$ cat config.mk
export PLATFORM = sky130hd
export DESIGN_NAME = line_track_pid_steer
export DESIGN_NICKNAME = d
export VERILOG_FILES = /design/src/design/ltps_pkg.sv /design/src/design/ltps_front.sv /design/src/design/ltps_fifo.sv /design/src/design/ltps_back.sv /design/src/design/line_track_pid_steer.sv
export SDC_FILE = /design/constraint.sdc
export NUM_CORES = 2
export LEC_CHECK = 0
export BUFFER_PORTS_ARGS = -buffer_cell sky130_fd_sc_hd__buf_2
export CAP_MARGIN = 10
export CORE_MARGIN = 2
export CORE_UTILIZATION = 45
export CTS_BUF_LIST = sky130_fd_sc_hd__clkbuf_2 sky130_fd_sc_hd__clkbuf_4 sky130_fd_sc_hd__clkbuf_8
export CTS_CLUSTER_DIAMETER = 100
export DETAILED_ROUTE_END_ITERATION = 12
export SYNTH_ARGS = -nofsm -noshare
export SYNTH_HDL_FRONTEND = slang
export SYNTH_HIERARCHICAL = 1
export SYNTH_SLANG_ARGS = --single-unit
export TNS_END_PERCENT = 30
$ cat constraint.sdc
create_clock -name clk_i -period 26.9 [get_ports clk_i]
set_input_delay 2.69 -clock clk_i [delete_from_list [all_inputs] [get_ports clk_i]]
set_output_delay 2.69 -clock clk_i [all_outputs]
set_load 0.02 [all_outputs]
$ cat src/design/ltps_pkg.sv
// Package for the line tracker PID steering block: types, constants, tables.
`default_nettype none

package ltps_pkg;

  // Register indexes of the configuration port
  typedef enum logic [2:0] {
    CFG_KP      = 3'd0,
    CFG_KI      = 3'd1,
    CFG_KD      = 3'd2,
    CFG_INT_MAX = 3'd3,
    CFG_INT_MIN = 3'd4,
    CFG_OUT_MAX = 3'd5,
    CFG_OUT_MIN = 3'd6
  } cfg_idx_e;

  typedef struct packed {
    logic signed [15:0] kp;
    logic signed [15:0] ki;
    logic signed [15:0] kd;
    logic signed [23:0] integral_max;
    logic signed [23:0] integral_min;
    logic signed [31:0] output_max;
    logic signed [31:0] output_min;
  } pid_cfg_t;

  // Classified scan word passed from front to back
  typedef struct packed {
    logic               lost;
    logic signed [8:0]  wsum;
    logic [3:0]         count;
    logic signed [15:0] speed;
  } scan_item_t;

  typedef enum logic [3:0] {
    ST_IDLE,
    ST_DIV,
    ST_POS,
    ST_ERR,
    ST_SGN,
    ST_INT,
    ST_MI,
    ST_MD,
    ST_SUM,
    ST_OMG,
    ST_OUT
  } back_state_e;

  localparam logic signed [8:0] ProbeWeight [8] = '{
    -9'sd35, -9'sd25, -9'sd15, -9'sd5, 9'sd5, 9'sd15, 9'sd25, 9'sd35
  };

  // ceil(2^CountShift / count), exact for 16-bit dividends
  localparam int unsigned CountShift = 20;
  // ceil(2^ErrShift / 35), exact for 21-bit dividends
  localparam int unsigned ErrShift = 28;
  localparam logic [22:0] ErrRecip = 23'd7669585;

  localparam logic signed [15:0] ErrPosMax = 16'sh7FFF;

  function automatic logic [20:0] count_recip(input logic [3:0] cnt);
    logic [20:0] r;
    unique case (cnt)
      4'd1:    r = 21'd1048576;
      4'd2:    r = 21'd524288;
      4'd3:    r = 21'd349526;
      4'd4:    r = 21'd262144;
      4'd5:    r = 21'd209716;
      4'd6:    r = 21'd174763;
      4'd7:    r = 21'd149797;
      4'd8:    r = 21'd131072;
      default: r = 21'd0;
    endcase
    return r;
  endfunction

endpackage

`default_nettype wire

$ cat src/design/ltps_front.sv
// Front end: weighted sum and probe count of one sensor scan.
`default_nettype none

module ltps_front (
  input  wire logic [7:0]         sensor_bits_i,
  input  wire logic signed [15:0] forward_speed_i,
  output ltps_pkg::scan_item_t    item_o
);
  import ltps_pkg::*;

  logic signed [8:0] wsum;
  logic [3:0]        cnt;

  always_comb begin
    wsum = '0;
    cnt  = '0;
    for (int i = 0; i < 8; i++) begin
      if (sensor_bits_i[i]) begin
        wsum = wsum + ProbeWeight[i];
        cnt  = cnt + 4'd1;
      end
    end
  end

  assign item_o.lost  = (sensor_bits_i == 8'h00);
  assign item_o.wsum  = wsum;
  assign item_o.count = cnt;
  assign item_o.speed = forward_speed_i;

endmodule

`default_nettype wire

$ cat src/design/ltps_fifo.sv
// Short queue of classified scans between front and back.
`default_nettype none

module ltps_fifo #(
  parameter int unsigned Depth = 2
) (
  input  wire logic                 clk_i,
  input  wire logic                 rst_ni,
  input  wire logic                 push_valid_i,
  output logic                      push_ready_o,
  input  ltps_pkg::scan_item_t      push_item_i,
  output logic                      pop_valid_o,
  input  wire logic                 pop_i,
  output ltps_pkg::scan_item_t      pop_item_o
);
  import ltps_pkg::*;

  localparam int unsigned PtrW = (Depth > 1) ? $clog2(Depth) : 1;
  localparam int unsigned CntW = $clog2(Depth + 1);
  localparam logic [PtrW-1:0] LastPtr = PtrW'(Depth - 1);
  localparam logic [CntW-1:0] FullCnt = CntW'(Depth);

  scan_item_t      mem_q [Depth];
  logic [PtrW-1:0] wr_ptr_q, wr_ptr_d;
  logic [PtrW-1:0] rd_ptr_q, rd_ptr_d;
  logic [CntW-1:0] cnt_q, cnt_d;
  logic            push, pop;

  assign push_ready_o = (cnt_q != FullCnt);
  assign pop_valid_o  = (cnt_q != '0);
  assign push         = push_valid_i && push_ready_o;
  assign pop          = pop_i && pop_valid_o;
  assign pop_item_o   = mem_q[rd_ptr_q];

  always_comb begin
    wr_ptr_d = wr_ptr_q;
    rd_ptr_d = rd_ptr_q;
    cnt_d    = cnt_q;
    if (push) begin
      wr_ptr_d = (wr_ptr_q == LastPtr) ? '0 : wr_ptr_q + PtrW'(1);
    end
    if (pop) begin
      rd_ptr_d = (rd_ptr_q == LastPtr) ? '0 : rd_ptr_q + PtrW'(1);
    end
    if (push && !pop) begin
      cnt_d = cnt_q + CntW'(1);
    end else if (pop && !push) begin
      cnt_d = cnt_q - CntW'(1);
    end
  end

  always_ff @(posedge clk_i or negedge rst_ni) begin
    if (!rst_ni) begin
      wr_ptr_q <= '0;
      rd_ptr_q <= '0;
      cnt_q    <= '0;
    end else begin
      wr_ptr_q <= wr_ptr_d;
      rd_ptr_q <= rd_ptr_d;
      cnt_q    <= cnt_d;
    end
  end

  always_ff @(posedge clk_i) begin
    if (push) begin
      mem_q[wr_ptr_q] <= push_item_i;
    end
  end

`ifndef ASSERT_OFF
  a_cnt_bound: assert property (@(posedge clk_i) disable iff (!rst_ni)
    cnt_q <= FullCnt)
    else $error("queue fill above depth");
  a_ptr_gap: assert property (@(posedge clk_i) disable iff (!rst_ni)
    (cnt_q == '0) |-> (wr_ptr_q == rd_ptr_q))
    else $error("empty queue with pointers apart");
`endif

endmodule

`default_nettype wire

$ cat src/design/ltps_back.sv
// Back end: position divide, error scaling, PID sequencer and result register.
`default_nettype none

module ltps_back (
  input  wire logic                 clk_i,
  input  wire logic                 rst_ni,
  input  ltps_pkg::pid_cfg_t        cfg_i,
  input  wire logic                 q_valid_i,
  input  ltps_pkg::scan_item_t      q_item_i,
  output logic                      q_pop_o,
  output logic                      out_valid_o,
  input  wire logic                 out_stall_i,
  output logic signed [15:0]        speed_out_o,
  output logic signed [31:0]        omega_o,
  output logic signed [14:0]        line_position_o,
  output logic signed [15:0]        line_error_o,
  output logic                      line_lost_o
);
  import ltps_pkg::*;

  back_state_e state_q, state_d;
  logic        out_load;

  scan_item_t         item_q;
  logic [13:0]        qmag_q;
  logic [15:0]        emag_q;
  logic signed [40:0] prod_q, prod_d;
  logic signed [40:0] acc_q, acc_d;

  logic signed [14:0] held_pos_q, held_pos_d;
  logic signed [15:0] err_q, err_d;
  logic signed [15:0] prev_err_q, prev_err_d;
  logic signed [23:0] integ_q, integ_d;
  logic signed [31:0] held_omega_q, held_omega_d;

  logic               out_valid_q, out_valid_d;
  logic signed [15:0] out_speed_q;
  logic signed [31:0] out_omega_q;
  logic signed [14:0] out_pos_q;
  logic signed [15:0] out_err_q;
  logic               out_lost_q;

  // datapath terms
  logic [8:0]         wabs;
  logic [15:0]        dmag;
  logic [36:0]        dprod;
  logic [14:0]        hp_abs;
  logic [20:0]        emag_in;
  logic [43:0]        eprod;
  logic signed [16:0] e17;
  logic signed [24:0] isum;
  logic signed [31:0] p_kp;
  logic signed [39:0] p_ki;
  logic signed [16:0] ediff;
  logic signed [32:0] p_kd;
  logic signed [33:0] acc_sh;

  assign wabs    = item_q.wsum[8] ? 9'(-item_q.wsum) : 9'(item_q.wsum);
  assign dmag    = {wabs[7:0], 8'h00};
  assign dprod   = 37'(dmag) * 37'(count_recip(item_q.count));
  assign hp_abs  = held_pos_q[14] ? 15'(-held_pos_q) : 15'(held_pos_q);
  assign emag_in = {hp_abs[13:0], 7'b0};
  assign eprod   = 44'(emag_in) * 44'(ErrRecip);
  assign e17     = held_pos_q[14] ? -$signed({1'b0, emag_q}) : $signed({1'b0, emag_q});
  assign isum    = 25'(integ_q) + 25'(err_q);
  assign p_kp    = cfg_i.kp * err_q;
  assign p_ki    = cfg_i.ki * integ_q;
  assign ediff   = 17'(err_q) - 17'(prev_err_q);
  assign p_kd    = cfg_i.kd * ediff;
  assign acc_sh  = acc_q[40:7];

  // control decode
  always_comb begin
    q_pop_o  = (state_q == ST_IDLE) && q_valid_i;
    out_load = (state_q == ST_OUT) && (!out_valid_q || !out_stall_i);
  end

  always_comb begin
    state_d = state_q;
    unique case (state_q)
      ST_IDLE: if (q_valid_i) state_d = ST_DIV;
      ST_DIV:  state_d = ST_POS;
      ST_POS:  state_d = ST_ERR;
      ST_ERR:  state_d = ST_SGN;
      ST_SGN:  state_d = ST_INT;
      ST_INT:  state_d = item_q.lost ? ST_OUT : ST_MI;
      ST_MI:   state_d = ST_MD;
      ST_MD:   state_d = ST_SUM;
      ST_SUM:  state_d = ST_OMG;
      ST_OMG:  state_d = ST_OUT;
      ST_OUT:  if (out_load) state_d = ST_IDLE;
      default: state_d = ST_IDLE;
    endcase
  end

  // state registers of the loop
  always_comb begin
    held_pos_d   = held_pos_q;
    err_d        = err_q;
    prev_err_d   = prev_err_q;
    integ_d      = integ_q;
    held_omega_d = held_omega_q;
    prod_d       = prod_q;
    acc_d        = acc_q;
    unique case (state_q)
      ST_POS: begin
        if (!item_q.lost) begin
          held_pos_d = item_q.wsum[8] ? -$signed({1'b0, qmag_q}) : $signed({1'b0, qmag_q});
        end
      end
      ST_SGN: begin
        err_d = (e17 > 17'(ErrPosMax)) ? ErrPosMax : 16'(e17);
      end
      ST_INT: begin
        if (item_q.lost) begin
          integ_d = '0;
        end else if (isum > 25'(cfg_i.integral_max)) begin
          integ_d = cfg_i.integral_max;
        end else if (isum < 25'(cfg_i.integral_min)) begin
          integ_d = cfg_i.integral_min;
        end else begin
          integ_d = 24'(isum);
        end
        prod_d = 41'(p_kp);
      end
      ST_MI: begin
        acc_d  = prod_q;
        prod_d = 41'(p_ki);
      end
      ST_MD: begin
        acc_d  = acc_q + prod_q;
        prod_d = 41'(p_kd);
      end
      ST_SUM: begin
        acc_d = acc_q + prod_q;
      end
      ST_OMG: begin
        if (acc_sh > 34'(cfg_i.output_max)) begin
          held_omega_d = cfg_i.output_max;
        end else if (acc_sh < 34'(cfg_i.output_min)) begin
          held_omega_d = cfg_i.output_min;
        end else begin
          held_omega_d = 32'(acc_sh);
        end
        prev_err_d = err_q;
      end
      default: ;
    endcase
  end

  always_comb begin
    if (out_load) begin
      out_valid_d = 1'b1;
    end else if (!out_stall_i) begin
      out_valid_d = 1'b0;
    end else begin
      out_valid_d = out_valid_q;
    end
  end

  always_ff @(posedge clk_i or negedge rst_ni) begin
    if (!rst_ni) begin
      state_q      <= ST_IDLE;
      out_valid_q  <= 1'b0;
      held_pos_q   <= '0;
      prev_err_q   <= '0;
      integ_q      <= '0;
      held_omega_q <= '0;
    end else begin
      state_q      <= state_d;
      out_valid_q  <= out_valid_d;
      held_pos_q   <= held_pos_d;
      prev_err_q   <= prev_err_d;
      integ_q      <= integ_d;
      held_omega_q <= held_omega_d;
    end
  end

  always_ff @(posedge clk_i) begin
    err_q  <= err_d;
    prod_q <= prod_d;
    acc_q  <= acc_d;
    if (q_pop_o) begin
      item_q <= q_item_i;
    end
    if (state_q == ST_DIV) begin
      qmag_q <= dprod[CountShift +: 14];
    end
    if (state_q == ST_ERR) begin
      emag_q <= eprod[ErrShift +: 16];
    end
    if (out_load) begin
      out_speed_q <= item_q.speed;
      out_omega_q <= held_omega_q;
      out_pos_q   <= held_pos_q;
      out_err_q   <= err_q;
      out_lost_q  <= item_q.lost;
    end
  end

  assign out_valid_o     = out_valid_q;
  assign speed_out_o     = out_speed_q;
  assign omega_o         = out_omega_q;
  assign line_position_o = out_pos_q;
  assign line_error_o    = out_err_q;
  assign line_lost_o     = out_lost_q;

`ifndef ASSERT_OFF
  a_lost_skips_pid: assert property (@(posedge clk_i) disable iff (!rst_ni)
    (state_q == ST_INT && item_q.lost) |=> (state_q == ST_OUT && integ_q == '0))
    else $error("lost scan entered PID or kept integral");
  a_prev_err_tracks: assert property (@(posedge clk_i) disable iff (!rst_ni)
    (state_q == ST_OMG) |=> (prev_err_q == $past(err_q)))
    else $error("previous error not updated");
  a_pop_only_idle: assert property (@(posedge clk_i) disable iff (!rst_ni)
    (state_q != ST_IDLE) |-> (!q_pop_o && ($past(q_pop_o) || $stable(item_q))))
    else $error("scan taken while busy");
`endif

endmodule

`default_nettype wire

$ cat src/design/line_track_pid_steer.sv
// Top level of the line tracker with weighted-centroid position and PID steering.
// Each accepted scan gives exactly one result word. The front end sums probe
// weights and counts set probes in the accept cycle and queues the scan; the
// back-end sequencer then steps a tracked scan through position divide, error
// scaling, integral clamp, three gain products one per cycle and output clamp;
// a lost scan skips the gain products and output clamp. The sequencer takes a
// new scan from the queue only once it is back in idle. Scans keep being accepted
// into the queue, until it is full, while a result waits in the output register.
// Configuration writes are always ready and are registered into the config word.
`default_nettype none

module line_track_pid_steer #(
  parameter int unsigned QueueDepth = 2
) (
  input  wire logic                clk_i,
  input  wire logic                rst_ni,
  input  wire logic                in_valid_i,
  output logic                     in_stall_o,
  input  wire logic [7:0]          sensor_bits_i,
  input  wire logic signed [15:0]  forward_speed_i,
  output logic                     out_valid_o,
  input  wire logic                out_stall_i,
  output logic signed [15:0]       speed_out_o,
  output logic signed [31:0]       omega_o,
  output logic signed [14:0]       line_position_o,
  output logic signed [15:0]       line_error_o,
  output logic                     line_lost_o,
  input  wire logic                cfg_valid_i,
  output logic                     cfg_ready_o,
  input  wire logic [2:0]          cfg_index_i,
  input  wire logic [31:0]         cfg_data_i
);
  import ltps_pkg::*;

  pid_cfg_t   cfg_q;
  scan_item_t front_item;
  scan_item_t q_item;
  logic       q_valid;
  logic       q_pop;
  logic       push_ready;

  assign cfg_ready_o = 1'b1;
  assign in_stall_o  = !push_ready;

  always_ff @(posedge clk_i or negedge rst_ni) begin
    if (!rst_ni) begin
      cfg_q.kp           <= 16'sd256;
      cfg_q.ki           <= '0;
      cfg_q.kd           <= '0;
      cfg_q.integral_max <= 24'sh7FFFFF;
      cfg_q.integral_min <= 24'sh800000;
      cfg_q.output_max   <= 32'sh7FFFFFFF;
      cfg_q.output_min   <= 32'sh80000000;
    end else if (cfg_valid_i && cfg_ready_o) begin
      unique case (cfg_idx_e'(cfg_index_i))
        CFG_KP:      cfg_q.kp           <= cfg_data_i[15:0];
        CFG_KI:      cfg_q.ki           <= cfg_data_i[15:0];
        CFG_KD:      cfg_q.kd           <= cfg_data_i[15:0];
        CFG_INT_MAX: cfg_q.integral_max <= cfg_data_i[23:0];
        CFG_INT_MIN: cfg_q.integral_min <= cfg_data_i[23:0];
        CFG_OUT_MAX: cfg_q.output_max   <= cfg_data_i;
        CFG_OUT_MIN: cfg_q.output_min   <= cfg_data_i;
        default: ;
      endcase
    end
  end

  ltps_front u_front (
    .sensor_bits_i   (sensor_bits_i),
    .forward_speed_i (forward_speed_i),
    .item_o          (front_item)
  );

  ltps_fifo #(
    .Depth (QueueDepth)
  ) u_fifo (
    .clk_i        (clk_i),
    .rst_ni       (rst_ni),
    .push_valid_i (in_valid_i),
    .push_ready_o (push_ready),
    .push_item_i  (front_item),
    .pop_valid_o  (q_valid),
    .pop_i        (q_pop),
    .pop_item_o   (q_item)
  );

  ltps_back u_back (
    .clk_i           (clk_i),
    .rst_ni          (rst_ni),
    .cfg_i           (cfg_q),
    .q_valid_i       (q_valid),
    .q_item_i        (q_item),
    .q_pop_o         (q_pop),
    .out_valid_o     (out_valid_o),
    .out_stall_i     (out_stall_i),
    .speed_out_o     (speed_out_o),
    .omega_o         (omega_o),
    .line_position_o (line_position_o),
    .line_error_o    (line_error_o),
    .line_lost_o     (line_lost_o)
  );

endmodule

`default_nettype wire

=== After elaboration in Yosys (flattened, before gate mapping) ===
Memory sizes are Yosys's and may differ from the RTL's. A register that Yosys moved wholly into a read port is not among the register bits.
Cells that the tools add are included.

* Register bits: 464
* Bits in writable memories: 60
* Memory bits (read-only): 336
* Input port bits: 64
* Output and inout port bits: 83
* Logic and storage cells: 152
* Memories kept: 2

{| class="wikitable"
|+ Memory list
! memory !! depth !! bits a word !! rd ports !! clocked after Yosys merged registers in !! wr ports !! RTL line !! RTL
|-
| (name not given) || 16 || 21 || 1 || 0 || 0 || ltps_pkg.sv:63 || <nowiki>unique case (cnt)</nowiki>
|-
| u_fifo.mem_q || 2 || 30 || 1 || 1 || 1 || ltps_fifo.sv:23 || <nowiki>scan_item_t mem_q [Depth];</nowiki>
|}

* Add/subtract/negate cells: 25
* $mul: 5
* $lt $le $gt $ge: 5
* Eq/ne operators: 20
* Muxes and demuxes: 39
* Bitwise gates (word level): 1
* Reductions and logical operators: 29

{| class="wikitable"
|+ Operators by type and width
! cell !! number
|-
| $pmux W41 S3 || 1
|-
| $pmux W41 S2 || 1
|-
| $mux W24 || 3
|-
| $mux W9 || 8
|-
| $mux W32 || 2
|-
| $pmux W4 S11 || 1
|-
| $add A41 B41 Y41 || 1
|-
| $mul A16 B24 Y40 || 1
|-
| $mux W4 || 10
|-
| $mul A14 B23 Y37 const B || 1
|-
| $gt A34 B32 Y1 || 1
|-
| $lt A34 B32 Y1 || 1
|-
| $mul A16 B17 Y33 || 1
|-
| $mul A16 B16 Y32 || 1
|-
| $mul A8 B21 Y26 || 1
|-
| $add A24 B16 Y25 || 1
|-
| $gt A25 B24 Y1 || 1
|-
| $lt A25 B24 Y1 || 1
|-
| $add A4 B1 Y4 const B || 6
|-
| $add A9 B4 Y9 const B || 2
|-
| $add A9 B5 Y9 const B || 2
|-
| $add A9 B6 Y9 const B || 2
|-
| $reduce_and A2 Y1 || 9
|-
| $gt A17 B16 Y1 const B || 1
|-
| other kinds (35) || 65
|}

=== Logic depth before layout (Yosys ltp) ===
* Depth in word-level cells: 15
* Depth in mapped cells: 37
* Depth with buffers taken out: 35

=== Cells and area by module ===
The synthesis kept the hierarchy.

{| class="wikitable"
|+ Modules (own cells, without submodules)
! module !! instances !! cells an instance !! area an instance (um2) !! seq. area each (um2)
|-
| ltps_back || 1 || 6756 || 63318.2 || 9679.3
|-
| line_track_pid_steer || 1 || 350 || 6158.4 || 4075.2
|-
| ltps_fifo || 1 || 111 || 2384.8 || 1901.8
|-
| ltps_front || 1 || 266 || 2009.4 || 0.0
|}

=== Worst setup path after synthesis ===
OpenSTA, ideal clock, no wires.

* Path type: input -> register
* From: input port out_stall_i
* To: register u_back.out_err_q[0], in the netlist u_back/line_error_o[0], enable pin
* Setup time: 0.633 ns
* Arrival time: 8.586 ns
* Required time: 26.267 ns
* Path slack: 17.681 ns
* Stages on the path: 2
* Buffers on the path: 0
* Path through: nand2_1 > nor3b_1

* Cells in the longest elaborated chain, start to end: 3

{| class="wikitable"
|+ RTL lines
! element !! RTL line !! RTL
|-
| start, declared || line_track_pid_steer.sv:22 || <nowiki>input wire logic out_stall_i,</nowiki>
|-
| $logic_not A1 Y1 || ltps_back.sv:75 || <nowiki>out_load = (state_q == ST_OUT) && (!out_valid_q || !out_stall_i);</nowiki>
|-
| $logic_or A1 B1 Y1 || ltps_back.sv:75 ||
|-
| $logic_and A1 B1 Y1 || ltps_back.sv:75 ||
|-
| named net u_back.out_load || ltps_back.sv:22 || <nowiki>logic out_load;</nowiki>
|-
| end signal, assigned || ltps_back.sv:196 || <nowiki>out_err_q <= err_q;</nowiki>
|-
| end, declared || ltps_back.sv:40 || <nowiki>logic signed [15:0] out_err_q;</nowiki>
|}

The timed path passes the listed nets, and every way through them passes these cells.
A chain may end at the register's enable or synchronous reset.

=== Worst setup path in the final report ===
* From: register u_back.err_q[0]
* To: register u_back.prod_q[37] (data pin)

* Cells in the longest elaborated chain, start to end: 3
* Elaborated cells on any way between the ends: 4
* Those cells by class: add/sub: 1; mul: 2; mux: 1

{| class="wikitable"
|+ RTL lines
! element !! RTL line !! RTL
|-
| start, declared || ltps_back.sv:31 || <nowiki>logic signed [15:0] err_q, err_d;</nowiki>
|-
| start signal, assigned || ltps_back.sv:180 || <nowiki>err_q <= err_d;</nowiki>
|-
| $sub A16 B16 Y17 || ltps_back.sv:68 || <nowiki>assign ediff = 17'(err_q) - 17'(prev_err_q);</nowiki>
|-
| $mul A16 B17 Y33 || ltps_back.sv:69 || <nowiki>assign p_kd = cfg_i.kd * ediff;</nowiki>
|-
| $pmux W41 S3 (*) || ltps_back.sv:105 || <nowiki>unique case (state_q)</nowiki>
|-
| named net u_back.prod_d[37] || ltps_back.sv:27 || <nowiki>logic signed [40:0] prod_q, prod_d;</nowiki>
|-
| end signal, assigned || ltps_back.sv:181 || <nowiki>prod_q <= prod_d;</nowiki>
|-
| end, declared || ltps_back.sv:27 ||
|}

Mark *: on every way through the listed nets, which the timed path passes. The rest lies on a longest branch.

==> results.sh <==
export IMPL_outcome="finished, final reports clean"
export IMPL_area_growth_pct=7.32
export IMPL_finalInstanceArea_mm2=0.0793
export IMPL_ctsResizeCount=0
export IMPL_avgSynthCellArea_um2=9.87
export IMPL_dieArea_mm2=0.167
export IMPL_wl_met3_um=11500
export IMPL_gp_congestion=0.933
export IMPL_critPathSlowestCell="fa_1"
export IMPL_fmax_ghz=0.100
export IMPL_met1_length_um=88900
export IMPL_fp_dieW_um=409
export IMPL_io_pins=147
export IMPL_gr_usage_all_layers_pct=24.8
export IMPL_crit_end="u_back/prod_q[37]"
export IMPL_cp_required_ps=27420
export IMPL_yosys_most_used_dff="edfxtp_1"
export IMPL_worstReg2RegEnd="u_back/prod_q[37]"
export IMPL_critPathKind="flop to flop"
export IMPL_min_period_over_period_pct=37.0
export IMPL_ys_warn_count=6
export IMPL_cts_tree="built"
export IMPL_rsz0062_at_grt="no"
export IMPL_wl_met2_um=94500
export IMPL_dr_max_layer_used="met5"
export IMPL_end_kind="flop"
export IMPL_setup_violations=0
export IMPL_hp_class="flop to flop"
export IMPL_ys_seq_area_share_pct=21.2
export IMPL_slew_headroom_pct=20.5
export IMPL_yosys_top_cells_count="inv_1 (1443), fa_1 (1096), nand2_1 (784)"
export IMPL_period_needed_ps=9950
export IMPL_timing_final_ws_setup_ps=16950
export IMPL_crit_path_frequent_cell="fa_1"
export IMPL_clk_latency_ps=820
export IMPL_yosysMostFrequentCell="inv_1"
export IMPL_path_clk_slew_ps=70
export IMPL_vias=52900
export IMPL_wl_um=204000
export IMPL_synth_top_cells_by_area="fa_1 (30%), edfxtp_1 (12%), ha_1 (11%)"
export IMPL_drtAntennaViolNets=0
export IMPL_r2r_start="u_back/err_q[0]"
export IMPL_startpoint_type="flop"
export IMPL_grt_overflow=0
export IMPL_critPathMaxStageDelay_ps=540
export IMPL_yosys_register_bits=566
export IMPL_place_hpwl_um=159000
export IMPL_h_tree_depth=3
export IMPL_syn_inst=7483
export IMPL_grt_max_degree=88
export IMPL_netlist_area_mm2=0.0739
export IMPL_post_cts_setup_buffer_count=0
export IMPL_drv_cap=0
export IMPL_rr_worst_depth=35
export IMPL_finalClockSkew_ps=54.4
export IMPL_slew_violations=0
export IMPL_drc=0
export IMPL_antenna_found_initial=9
export IMPL_cts_root_buf="clkbuf_8"
export IMPL_numCtsBuffers=99
export IMPL_arrival_ps=10480
export IMPL_reg2reg_setup_slack_ps=16950
export IMPL_clock_sinks=566
export IMPL_syn_num_nets=9287
export IMPL_drt_iter0_drc=3540
export IMPL_crit_fanout=19
export IMPL_start_util_pct=45.3
export IMPL_coreArea_mm2=0.163
export IMPL_synth_edf_count=297
export IMPL_vias_per_cell=5.39
export IMPL_final_nets=9354
export IMPL_first_pass_iters=5
export IMPL_die_h_um=409
export IMPL_grt_pass1_vias=56000
export IMPL_cts_max_path_buffers=3
export IMPL_tightest_slew_ps=1180
export IMPL_synth_top_area_share_pct=29.7
export IMPL_io_buffers=145
export IMPL_layout_drive_gt1_share_pct=10.5
export IMPL_async_flop_share_pct=45.2
export IMPL_post_drt_wl_per_cell_um=20.8
export IMPL_hold_viol_final=0
export IMPL_crit_start="u_back/err_q[0]"
export IMPL_post_place_ws_ps=17110
export IMPL_finalSetupTns_ps=0
export IMPL_grt_pass1_wl_um=323000
export IMPL_place_area_mm2=0.0770
export IMPL_cts_hold_buf=0
export IMPL_synth_largest_area_cell="fa_1"
export IMPL_rows=148
export IMPL_yosysUniqueCellTypes=123
==> cell usage in the layout (no fill, tap or decap), types with 43 or more instances in the layout <==
| master | Yosys | layout |
|---|---|---|
| buf_4 | 19 | 114 |
| inv_1 | 1443 | 1443 |
| nand2_1 | 784 | 784 |
| nor2_1 | 257 | 249 |
| nor2b_1 | 74 | 74 |
| o21ai_0 | 202 | 202 |
| clkbuf_8 | 3 | 111 |
| and2_1 | 393 | 393 |
| a21oi_1 | 208 | 207 |
| a21o_1 | 116 | 115 |
| ha_1 | 644 | 644 |
| xor2_1 | 98 | 98 |
| mux2_2 | 190 | 190 |
| buf_2 | 27 | 144 |
| nand2b_1 | 97 | 97 |
| o31ai_1 | 53 | 53 |
| edfxtp_1 | 297 | 297 |
| nand4_1 | 43 | 43 |
| dfstp_2 | 57 | 57 |
| nand3_1 | 73 | 73 |
| xnor2_1 | 174 | 172 |
| dfrtp_1 | 199 | 199 |
| fa_1 | 1096 | 1096 |
| nor3_1 | 56 | 53 |
==> logic make-up after synthesis <==
logic type               count (synthesis)  share of synthesized area, %
buffers and inverters                 1737                          9.12
adder cells (fa/ha/maj)               1740                          40.6
AO/OA/AOI/OAI                          978                          9.03
XOR/XNOR                               277                          3.36
AND/OR/NAND/NOR                       1946                          13.1
multiplexers                           238                          3.63
other                                    1                       0.00508
flip-flops                             566                          21.2
==> cell type report <==
| class | instances | area, µm² |
|---|---|---|
| multi-input combinational | 5180 | 51600 |
| clock buffer | 139 | 1740 |
| inverter | 1444 | 5420 |
| tap | 2175 | 2720 |
| timing repair buffer | 259 | 1590 |
| sequential | 566 | 15700 |
| clock inverter | 49 | 532 |
| fill | 15400 | 83700 |
| antenna | 6 | 15.0 |
==> stage by stage <==
step           hold WS [ps]  utilization [%]  instances
2_1_floorplan           400                -       7483
6_report                422             48.7       9818
3_5_place_dp            405             47.2       9624
3_3_place_gp            404             47.2       9624
5_1_grt                 422             48.6       9814
4_1_cts                 421             48.6       9812
==> critical path: cells and delay by family, from the launching register on <==
kind,cells,cell delay (ps)
compound gates,17,4150
xor+xnor,1,200
fa+ha+maj,9,3970
buf+inv,6,720
flops,1,320
simple gates,2,260
==> worst min-delay path by stage <==
stage                             endpoint  slack (ps)  cells past startpoint              start
floorplan            u_back/speed_out_o[0]         400                      0   u_back/item_q[0]
global placement    u_back/speed_out_o[10]         400                      0  u_back/item_q[10]
detailed placement  u_back/speed_out_o[10]         410                      0  u_back/item_q[10]
CTS                 u_back/speed_out_o[12]         420                      0  u_back/item_q[12]
global route        u_back/speed_out_o[12]         420                      0  u_back/item_q[12]
finish               u_back/speed_out_o[2]         420                      0   u_back/item_q[2]
==> per-layer routing <==
metal	GRT usage, %	vias up
met2	40.4	1494
li1	-	24200
met4	9.88	4
met1	33.3	26900
met5	0	-
met3	3.75	346
==> registers in the layout (all words and copies together) (netlist names), 16 cells and up, named ones only <==
signal               count
u_back/prev_err_q       16
u_back/omega_o          32
u_back/integ_q          24
u_fifo/mem_q            60
u_back/held_omega_q     32
cfg_q                  160
u_back/err_q            16
u_back/speed_out_o      16
u_back/item_q           30
u_back/line_error_o     16
u_back/emag_q           16
u_back/acc_q            41
u_back/prod_q           40
Power is left out: the tool's default activity adds up to more than one toggle a clock period on the data nets, which glitch-free logic cannot reach.
